--- src/rtl/deq_pkg.sv ---
package deq_pkg;

    typedef enum logic [2:0] {
        OP_PUSH_BACK  = 3'd0,
        OP_PUSH_FRONT = 3'd1,
        OP_POP_FRONT  = 3'd2,
        OP_POP_BACK   = 3'd3,
        OP_QUERY      = 3'd4
    } t_op;

    typedef enum logic [1:0] {
        ST_OK    = 2'd0,
        ST_EMPTY = 2'd1,
        ST_FULL  = 2'd2
    } t_status;

    typedef enum logic [1:0] {
        REF_NONE,
        REF_FRONT,
        REF_BACK
    } t_refresh;

    typedef struct packed {
        logic [2:0]         operation;
        logic signed [31:0] push_value;
    } t_in_word;

    typedef struct packed {
        logic signed [31:0] front_value;
        logic signed [31:0] back_value;
        logic [4:0]         entry_count;
        logic [1:0]         status;
    } t_out_word;

endpackage

--- src/rtl/deq_ram.sv ---
module deq_ram #(
    parameter int WIDTH = 32,
    parameter int DEPTH = 16
) (
    input  logic                     i_clk,
    input  logic                     i_we,
    input  logic [$clog2(DEPTH)-1:0] i_waddr,
    input  logic [WIDTH-1:0]         i_wdata,
    input  logic [$clog2(DEPTH)-1:0] i_raddr,
    output logic [WIDTH-1:0]         o_rdata
);

    logic [WIDTH-1:0] r_mem [DEPTH];

    always_ff @(posedge i_clk) begin
        if (i_we) begin
            r_mem[i_waddr] <= i_wdata;
        end
        o_rdata <= r_mem[i_raddr];
    end

endmodule

--- src/rtl/double_ended_queue_core.sv ---
// Bounded double-ended queue held in a ring RAM.
// Input channel (i_valid / o_stall, word i_in_word): one operation per word,
// push back, push front, pop front, pop back or query; other codes query.
// Output channel (o_valid / i_stall, word o_out_word): exactly one word per
// input word, in order, with the front and back values after the operation
// (0 when empty), the entry count and a status (ok, pop on empty, push on full).
// An accepted word is first held as pending; its result is then registered in the
// output register. No new word is taken (o_stall high) while a result is pending,
// so the registered RAM read can fetch the new front or back entry after a pop.
// Front and back values are cached in registers; the RAM is written on pushes
// and its read data is used only after pops.
// When the receiver stalls, the result stays in the output register and
// o_stall rises until the result is taken; nothing is lost or repeated.
// Reset (i_rst_n low, synchronous) empties the deque and drops any pending
// result; the RAM content is not cleared and needs no clearing pass.
module double_ended_queue_core #(
    parameter int DEPTH      = 16,
    parameter int DATA_WIDTH = 32
) (
    input  logic               i_clk,
    input  logic               i_rst_n,
    input  logic               i_valid,
    output logic               o_stall,
    input  deq_pkg::t_in_word  i_in_word,
    output logic               o_valid,
    input  logic               i_stall,
    output deq_pkg::t_out_word o_out_word
);

    import deq_pkg::*;

    localparam int IW = $clog2(DEPTH);
    localparam int CW = $clog2(DEPTH + 1);
    localparam logic [CW:0]   DEPTH_S  = (CW + 1)'(DEPTH);
    localparam logic [CW-1:0] DEPTH_C  = CW'(DEPTH);
    localparam logic [IW-1:0] LAST_IDX = IW'(DEPTH - 1);

    function automatic logic [IW-1:0] wrap_idx(input logic [CW:0] s);
        logic [CW:0] t;
        t = (s >= DEPTH_S) ? s - DEPTH_S : s;
        return t[IW-1:0];
    endfunction

    logic [IW-1:0]         r_head,     n_head;
    logic [CW-1:0]         r_count,    n_count;
    logic [DATA_WIDTH-1:0] r_front,    n_front;
    logic [DATA_WIDTH-1:0] r_back,     n_back;
    logic                  r_pend,     n_pend;
    t_refresh              r_refresh,  n_refresh;
    t_status               r_status,   n_status;
    logic                  r_out_valid, n_out_valid;
    t_out_word             r_out,      n_out;

    logic                         acc;
    logic                         out_free;
    logic                         we;
    logic [IW-1:0]                waddr;
    logic [IW-1:0]                raddr;
    logic [DATA_WIDTH-1:0]        rd_data;
    logic signed [31:0]           push_val;
    logic signed [63:0]           push_ext;
    logic [DATA_WIDTH-1:0]        push_data;
    logic signed [DATA_WIDTH-1:0] front_eff;
    logic signed [DATA_WIDTH-1:0] back_eff;
    logic signed [63:0]           front_ext;
    logic signed [63:0]           back_ext;

    deq_ram #(
        .WIDTH (DATA_WIDTH),
        .DEPTH (DEPTH)
    ) u_ram (
        .i_clk   (i_clk),
        .i_we    (we),
        .i_waddr (waddr),
        .i_wdata (push_data),
        .i_raddr (raddr),
        .o_rdata (rd_data)
    );

    assign out_free = !r_out_valid || !i_stall;
    assign o_stall  = r_pend || !out_free;
    assign acc      = i_valid && !o_stall;
    assign o_valid  = r_out_valid;
    assign o_out_word = r_out;

    assign push_val  = i_in_word.push_value;
    assign push_ext  = 64'(push_val);
    assign push_data = push_ext[DATA_WIDTH-1:0];

    assign front_eff = (r_refresh == REF_FRONT) ? rd_data : r_front;
    assign back_eff  = (r_refresh == REF_BACK)  ? rd_data : r_back;
    assign front_ext = 64'(front_eff);
    assign back_ext  = 64'(back_eff);

    always_comb begin
        n_head      = r_head;
        n_count     = r_count;
        n_front     = r_front;
        n_back      = r_back;
        n_pend      = r_pend;
        n_refresh   = r_refresh;
        n_status    = r_status;
        n_out_valid = r_out_valid && i_stall;
        n_out       = r_out;
        we          = 1'b0;
        waddr       = r_head;
        raddr       = r_head;
        if (acc) begin
            n_pend    = 1'b1;
            n_refresh = REF_NONE;
            n_status  = ST_OK;
            unique case (t_op'(i_in_word.operation))
                OP_PUSH_BACK: begin
                    if (r_count == DEPTH_C) begin
                        n_status = ST_FULL;
                    end else begin
                        we     = 1'b1;
                        waddr  = wrap_idx((CW + 1)'(r_head) + {1'b0, r_count});
                        n_back = push_data;
                        if (r_count == '0) begin
                            n_front = push_data;
                        end
                        n_count = r_count + 1'b1;
                    end
                end
                OP_PUSH_FRONT: begin
                    if (r_count == DEPTH_C) begin
                        n_status = ST_FULL;
                    end else begin
                        n_head  = (r_head == '0) ? LAST_IDX : r_head - 1'b1;
                        we      = 1'b1;
                        waddr   = n_head;
                        n_front = push_data;
                        if (r_count == '0) begin
                            n_back = push_data;
                        end
                        n_count = r_count + 1'b1;
                    end
                end
                OP_POP_FRONT: begin
                    if (r_count == '0) begin
                        n_status = ST_EMPTY;
                    end else begin
                        n_head  = wrap_idx((CW + 1)'(r_head) + (CW + 1)'(1));
                        n_count = r_count - 1'b1;
                        raddr   = n_head;
                        if (r_count != CW'(1)) begin
                            n_refresh = REF_FRONT;
                        end
                    end
                end
                OP_POP_BACK: begin
                    if (r_count == '0) begin
                        n_status = ST_EMPTY;
                    end else begin
                        n_count = r_count - 1'b1;
                        raddr   = wrap_idx((CW + 1)'(r_head) + {1'b0, r_count}
                                           - (CW + 1)'(2));
                        if (r_count != CW'(1)) begin
                            n_refresh = REF_BACK;
                        end
                    end
                end
                default: begin
                end
            endcase
        end else if (r_pend) begin
            n_pend      = 1'b0;
            n_front     = front_eff;
            n_back      = back_eff;
            n_out_valid = 1'b1;
            n_out.front_value = (r_count == '0) ? 32'sd0 : front_ext[31:0];
            n_out.back_value  = (r_count == '0) ? 32'sd0 : back_ext[31:0];
            n_out.entry_count = 5'(r_count);
            n_out.status      = r_status;
        end
    end

    always_ff @(posedge i_clk) begin
        if (!i_rst_n) begin
            r_head      <= '0;
            r_count     <= '0;
            r_pend      <= 1'b0;
            r_out_valid <= 1'b0;
        end else begin
            r_head      <= n_head;
            r_count     <= n_count;
            r_pend      <= n_pend;
            r_out_valid <= n_out_valid;
        end
    end

    always_ff @(posedge i_clk) begin
        r_front   <= n_front;
        r_back    <= n_back;
        r_refresh <= n_refresh;
        r_status  <= n_status;
        r_out     <= n_out;
    end

endmodule
--- config.mk ---
export PLATFORM = sky130hd
export DESIGN_NAME = double_ended_queue_core
export DESIGN_NICKNAME = d
export VERILOG_FILES = /design/src/rtl/deq_pkg.sv /design/src/rtl/deq_ram.sv /design/src/rtl/double_ended_queue_core.sv
export SDC_FILE = /design/constraint.sdc
export NUM_CORES = 1
export LEC_CHECK = 0
export ABC_AREA = 1
export BUFFER_PORTS_ARGS = -buffer_cell sky130_fd_sc_hd__buf_2
export CELL_PAD_IN_SITES_DETAIL_PLACEMENT = 1
export CELL_PAD_IN_SITES_GLOBAL_PLACEMENT = 2
export CORE_AREA = 3 3 319 321
export CTS_CLUSTER_DIAMETER = 30
export DETAILED_ROUTE_END_ITERATION = 12
export DIE_AREA = 0 0 322 324
export PLACE_DENSITY_LB_ADDON = 0.1
export SYNTH_ARGS = -nofsm -noshare
export SYNTH_HDL_FRONTEND = slang
export SYNTH_SLANG_ARGS = --single-unit
--- constraint.sdc ---
create_clock -name i_clk -period 8.1 [get_ports i_clk]
set_input_delay 1.215 -clock i_clk [delete_from_list [all_inputs] [get_ports i_clk]]
set_output_delay 1.215 -clock i_clk [all_outputs]
set_load 0.005 [all_outputs]
==> impl_results.md, run 1 <==
- CTS Root Cell: clkbuf_16
- Seq cells post-synth: 694
- Async S/R FF share, synth: 0
- Pleak: 0.0153 uW
- Antenna violations before repair: 8
- WL per Instance: 23.3 um
- Global-route wire length before repair: 146 mm
- DR vias: 20,666
- DR vias/cell: 4.83
- Io pins: 112
- Gate Count Post-Synth: 2,670
- Multi-input gate area: 7470 um^2
- Reg2reg start: r_count[1]
- Crit Path Max Fanout: 51
- CTS Hold Bufs: 0
- Post-route setup slack: 3.34 ns
- Total GRT Usage: 0.192
- ANT nets after route: 0
- Total internal power: 9110 uW
- Synth warn: 0
- Overflow after GRT: 0
- Min Tclk post-route: 4.76 ns
- Final hold violations: 0
- Worst Clk Skew: 0.0334 ns
- Slew margin rel.: 0.127
- Max Slew Vio Count: 0
- Largest net degree at the start of global routing: 177
- Vias in the first global route: 21,723
- R2r setup slk: 3.34 ns
- Max IR drop VDD: 0.138 mV
- Final Cycle Share: 0.588
- Synth-to-layout area growth: 26.5%
- Hold Crit Class: reg -> reg
- DP HPWL: 50.8 mm
- Status: finished clean
- Required @ worst endpoint: 8.74 ns
- Die width: 322 um
- CP startpoint: r_count[1]
- Core Box Area: 99,600 um^2
- Cts repair resizes: 0
- Power per Cell Area: 317 nW/um^2
- R2R cell count: 17
- Starting density of the core: 0.297
- Crit path to: u_ram.o_rdata[1]
- RD Place Congestion: 0.766
- Worst setup EP type: register
- Mapped cell area: 29,600 um^2
- Type of element launching the critical path: register
- Core Rows: 116
- Sequential share of power: 0.348
- Clock Power Share: 0.586
- DIE AREA: 104,000 um^2
- Syn Area/Cell: 11.1 um^2
- Clock latency on the worst-skew pair: 0.73 ns
- Crit path kind: reg -> reg
- IO Port Bufs: 111
- TritonCTS Buffers: 173
- Postcts setup bufs: 0
- Clock Tree Buf Depth: 3
- # fillers: 10,613
- Nets@finish: 2,880
- Fmax: 0.210 GHz
- Pre-CTS setup slack: 3.10 ns
- Die height: 324 um
- EDFF count, synth: 651
- Sequential area share after synthesis: 0.689
- Num Clock Sinks: 694
- CP arrival: 5.41 ns
- Post-synth cell types: 38
- Comb pwr share: 0.066
- Violation count after the first detailed-routing iteration: 1,213
- RSZ-0062 raised after global routing: no
- Switching part of the total: 0.231
- R2r endpoint: u_ram.o_rdata[1]
- H-Tree Depth: 4
- Fin Setup TNS: 0 ns
- DR pass1 iterations: 5
- Final wirelength: 99.5 mm
- CTS tree: yes
- NetSw: 2740 uW
- Synth Flop Type: edfxtp_1
- Register area: 20,400 um^2
- Worst Tran Pin Value: 1.31 ns
- Layout cell share with drive strength beyond 1: 0.152
- Clk slew on worst S/H paths: 0.04 ns
- Post-synth net total: 2,720
- # DRC: 0
- Setup Viol. Count Final: 0
- Max Cap Viol: 0
[metal layers]
metal | wire [um] | GRT usage
met1 | 47400 | 0.265
met2 | 45800 | 0.307
met4 | 1890 | 0.0548
met3 | 4440 | 0.0361
met5 | 20 | 0
[how the worst min path moves through the flow]
stage                    endpoint  slack (ns)         from  depth (start not counted)
floorplan           o_out_word[0]        0.40  r_status[0]                          0
global placement    o_out_word[1]        0.40  r_status[1]                          0
detailed placement  o_out_word[1]        0.41  r_status[1]                          0
CTS                 o_out_word[1]        0.42  r_status[1]                          0
global route        o_out_word[1]        0.42  r_status[1]                          0
finish              o_out_word[1]        0.41  r_status[1]                          0
[cell usage after synthesis, drive strengths merged, types with 3 or more instances]
master  number  share of area
a21oi       15         0.0027
a31oi        3        0.00063
buf        137          0.025
clkbuf      23         0.0029
dfxtp       43          0.029
edfxtp     651           0.66
ha          10         0.0042
inv        295          0.037
mux2i       64          0.022
nand2      621          0.079
nand3      599           0.10
nand4        5         0.0011
nor2       103          0.014
o211ai       7         0.0018
o21ai       77          0.013
xnor2        3        0.00089
xor2         5         0.0015
[state kept, by name, indices dropped and copies added, names as in the netlist]
signal / count
r_status: 2
r_pend: 1
u_ram.o_rdata: 32
r_count: 5
r_refresh: 2
r_back: 32
r_front: 32
o_out_word: 71
r_head: 4
o_valid: 1
u_ram.r_mem: 512
[area by class of cell]
| type | count | share of cell area |
|---|---|---|
| multi-input cells | 1521 | 0.199 |
| clock buffers | 217 | 0.125 |
| clock inverters | 106 | 0.0340 |
| well taps | 1298 | 0.0434 |
| flip-flops and latches | 694 | 0.545 |
| repair buffers | 145 | 0.0230 |
| inverters | 295 | 0.0297 |
| diodes | 1 | 0.0000668 |
[stage by stage]
stage | total power, uW | std cells | hold WS [ns] | util | cell area [um^2]
after floorplan | 4630 | 2670 | 0.400 | - | 29600
after global placement | 4980 | 3953 | 0.402 | 0.316 | 31500
after detailed placement | 4990 | 3953 | 0.406 | 0.316 | 31500
after CTS | 12000 | 4276 | 0.416 | 0.376 | 37400
after global routing | 12300 | 4276 | 0.423 | 0.376 | 37400
final | 11900 | 4277 | 0.414 | 0.376 | 37400
[placed cells by master, fill, tap and decap left out, types with 6 or more instances in the layout]
cell type,n
a21oi_1,12
buf_2,111
buf_4,30
bufinv_16,25
clkbuf_1,31
clkbuf_16,178
clkbuf_8,8
clkinv_1,28
clkinv_2,28
clkinvlp_4,11
dfxtp_1,42
edfxtp_1,651
ha_1,10
inv_1,287
inv_2,6
mux2i_1,64
nand2_1,615
nand3_1,595
nor2_1,84
nor2_4,18
o211ai_1,7
o21ai_0,74
[power groups by stage]
stage               registers [uW]  clock network [uW]  logic [uW]
floorplan                     4160                   0         475
global placement              4180                   0         791
detailed placement            4190                   0         800
CTS                           4130                7080         803
global route                  4130                7290         879
finish                        4130                6940         784
[kinds of logic (layout without fill, tap and decap cells)]
kind of cell | count (synthesis) | after routing | synth area share
simple gates | 1331 | 1331 | 0.197
flops | 694 | 694 | 0.689
buf+inv | 455 | 763 | 0.0654
compound gates | 107 | 107 | 0.0197
mux | 64 | 64 | 0.0216
fa+ha+maj | 11 | 11 | 0.00490
xor+xnor | 8 | 8 | 0.00237
other cells | 0 | 1 | 0
[critical path, cell delays in order, from the launching register on]
cell and delay, ns:
dfxtp_1 0.38, inv_1 0.17, ha_1 0.32, nand3_4 0.17
inv_2 0.33, buf_4 0.64, nand2_1 0.18, nand3_1 0.11
nand2_1 0.06, inv_1 0.07, nand2_1 0.09, o21ai_4 0.07
buf_4 0.47, inv_2 0.53, buf_4 0.51, nand3_1 0.21
nand3_1 0.10, nand2_1 0.18
Power figures use the tool's default switching activity.
==> run 2: changes to the inputs <==
Clock period 8.1 ns to 4.4 ns, I/O delays scaled along.
==> run 2 against run 1 <==
Against the previous run:
- sequential cell count stayed put
- sequential power is 85% higher
- maximum frequency is 36% higher
- combinational power is 84% higher
- hold slack worse by 0.16 ns
- non-clock buffer count is 21 higher
- global-route usage is 0.48 points lower
- cell area is 1.2% higher
- largest power group unchanged
==> impl_results.md, run 2 (synthesis results as in run 1) <==
- Worst Clk Skew: 0.0227 ns (-0.0107 ns)
- # DRC: 0 (unchanged)
- Slew margin rel.: 0.378 (+0.252)
- Crit Path Max Fanout: 24 (-53%)
- Max FFs per register: 512 (unchanged)
- CP Cell Sequence: inv_1 > ha_1 > nand3_1 > inv_2 > o21ai_0 > o21ai_1 > a22oi_1 > nand3_1 > nor2_4 > buf_12
- Reg2reg start: r_count[1]
- Max Cap Viol: 0 (unchanged)
- Starting density of the core: 0.297 (unchanged)
- Num Clock Sinks: 694 (unchanged)
- Max Slew Vio Count: 0 (unchanged)
- Antenna violations before repair: 4 (-4)
- Largest net degree at the start of global routing: 130 (-27%)
- Hold_sp: i_stall
- Cts repair resizes: 0 (unchanged)
- Status: finished clean
- Min Tclk post-route: 3.50 ns (-1.26 ns)
- CP startpoint: r_count[1]
- IO Port Bufs: 111 (unchanged)
- Clock latency on the worst-skew pair: 0.74 ns (about the same)
- Final wirelength: 96.5 mm (-3.0%)
- Core Rows: 116 (unchanged)
- Required @ worst endpoint: 4.81 ns (-3.93 ns)
- Most frequent cells in the layout: 651 x edfxtp_1, 615 x nand2_1, 595 x nand3_1
- TritonCTS Buffers: 177 (+2.3%)
- Sum of buffers and inverters on the critical path: 3 (-4)
- WL per Instance: 22.4 um (-3.7%)
- Max IR drop VDD: 0.360 mV (+160%)
- Max incr delay on CP: 0.52 ns (-0.12 ns)
- CTS Root Cell: clkbuf_16
- Delay-heaviest family, CP: simple AND/OR/NAND/NOR gates
- Vias in the first global route: 22,157 (+2.0%)
- DIE AREA: 104,000 um^2 (unchanged)
- Die height: 324 um (unchanged)
- Pwr Total: 22,000 uW (+86%)
- DR vias/cell: 4.81 (-0.46%)
- Setup Viol. Count Final: 0 (unchanged)
- CTS tree: yes
- CP max-delay cell: nor2_4
- Clk slew on worst S/H paths: 0.04 ns (about the same)
- DR vias: 20,724 (+0.28%)
- Type of element launching the critical path: register
- Synth-to-layout area growth: 28.0%
- Crit path kind: reg -> reg
- DP HPWL: 53.1 mm (+4.4%)
- Total GRT Usage: 0.187 (-0.00477)
- CP arrival: 3.91 ns (-1.50 ns)
- Nets@finish: 2,905 (+0.87%)
- DR pass1 iterations: 6 (+1)
- Postcts setup bufs: 0 (unchanged)
- RD Place Congestion: 0.762 (-0.43%)
- Power per Cell Area: 582 nW/um^2 (+84%)
- Reg with most FFs: u_ram.r_mem
- Final hold violations: 0 (unchanged)
- # fillers: 10,695 (+0.77%)
- Die width: 322 um (unchanged)
- Violation count after the first detailed-routing iteration: 1,276 (+5.2%)
- Global-route wire length before repair: 145 mm (-1.1%)
- Layout cell share with drive strength beyond 1: 0.164 (+0.0114)
- ANT nets after route: 0 (unchanged)
- Fmax: 0.286 GHz (+36%)
- Pleak: 0.0154 uW (+1.0%)
- Worst setup EP type: register
- RSZ-0062 raised after global routing: no
- Core Box Area: 99,600 um^2 (unchanged)
- Hold Crit Class: in -> reg
- Io pins: 112 (unchanged)
- Overflow after GRT: 0 (unchanged)
- CTS Hold Bufs: 0 (unchanged)
- H-Tree Depth: 4 (unchanged)
- Commonest non-fill, non-tap cell in the layout: edfxtp_1
- Fin Setup TNS: 0 ns (unchanged)
- Worst Tran Pin Value: 0.932 ns (-0.378 ns)
- Final Cycle Share: 0.795 (+0.208)
- Clock Tree Buf Depth: 3 (unchanged)
- Critical Path Most Common Cell: nand3_1
run 2: cell type report:
cell class                 count  area, um^2  share of cell area
timing repair buffer         166        1190              0.0315
antenna                        3        7.51            0.000198
clock inverter               110        1300              0.0342
tap                         1298        1620              0.0429
multi-input combinational   1521        7460               0.197
clock buffer                 222        4770               0.126
inverter                     295        1110              0.0293
sequential                   694       20400               0.539
run 2: per-layer routing:
metal  global-route usage  wire (um)
met4               0.0584       2080
met1                0.264      47000
met2                0.294      43000
met3               0.0324       4520
met5                    0          0
run 2: worst paths after layout:
| path | endpoint | slack [ns] | cells past startpoint |
|---|---|---|---|
| worst max-delay path | u_ram.r_mem[0][19] | 0.90 | 10 |
| worst min-delay path | o_valid | 0.26 | 3 |
| worst max register to register | u_ram.r_mem[0][19] | 0.90 | 10 |
| worst min register to register | o_out_word[0] | 0.42 | 0 |
run 2: report_power, final:
| group | switching, uW | leakage (uW) | internal (uW) | total (uW) |
|---|---|---|---|---|
| sequential | 139 | 0.00629 | 7480 | 7620 |
| clock | 3990 | 0.00290 | 8990 | 13000 |
| combinational | 1040 | 0.00623 | 395 | 1440 |
run 2: tightest hold or removal path, stage by stage:
cell,delay (ns)
buf_2,0.09
nand2_1,0.10
a21oi_1,0.07
run 2: through the flow:
stage,setup slack [ns],hold WS [ns],instance area (um^2),utilization,std cells
2_1_floorplan,0.868,0.400,29600,-,2670
3_3_place_gp,0.938,0.401,31800,0.319,3974
3_5_place_dp,0.894,0.418,31800,0.319,3974
4_1_cts,0.879,0.193,37900,0.380,4306
5_1_grt,0.549,0.246,37900,0.380,4306
6_report,0.900,0.257,37900,0.380,4309
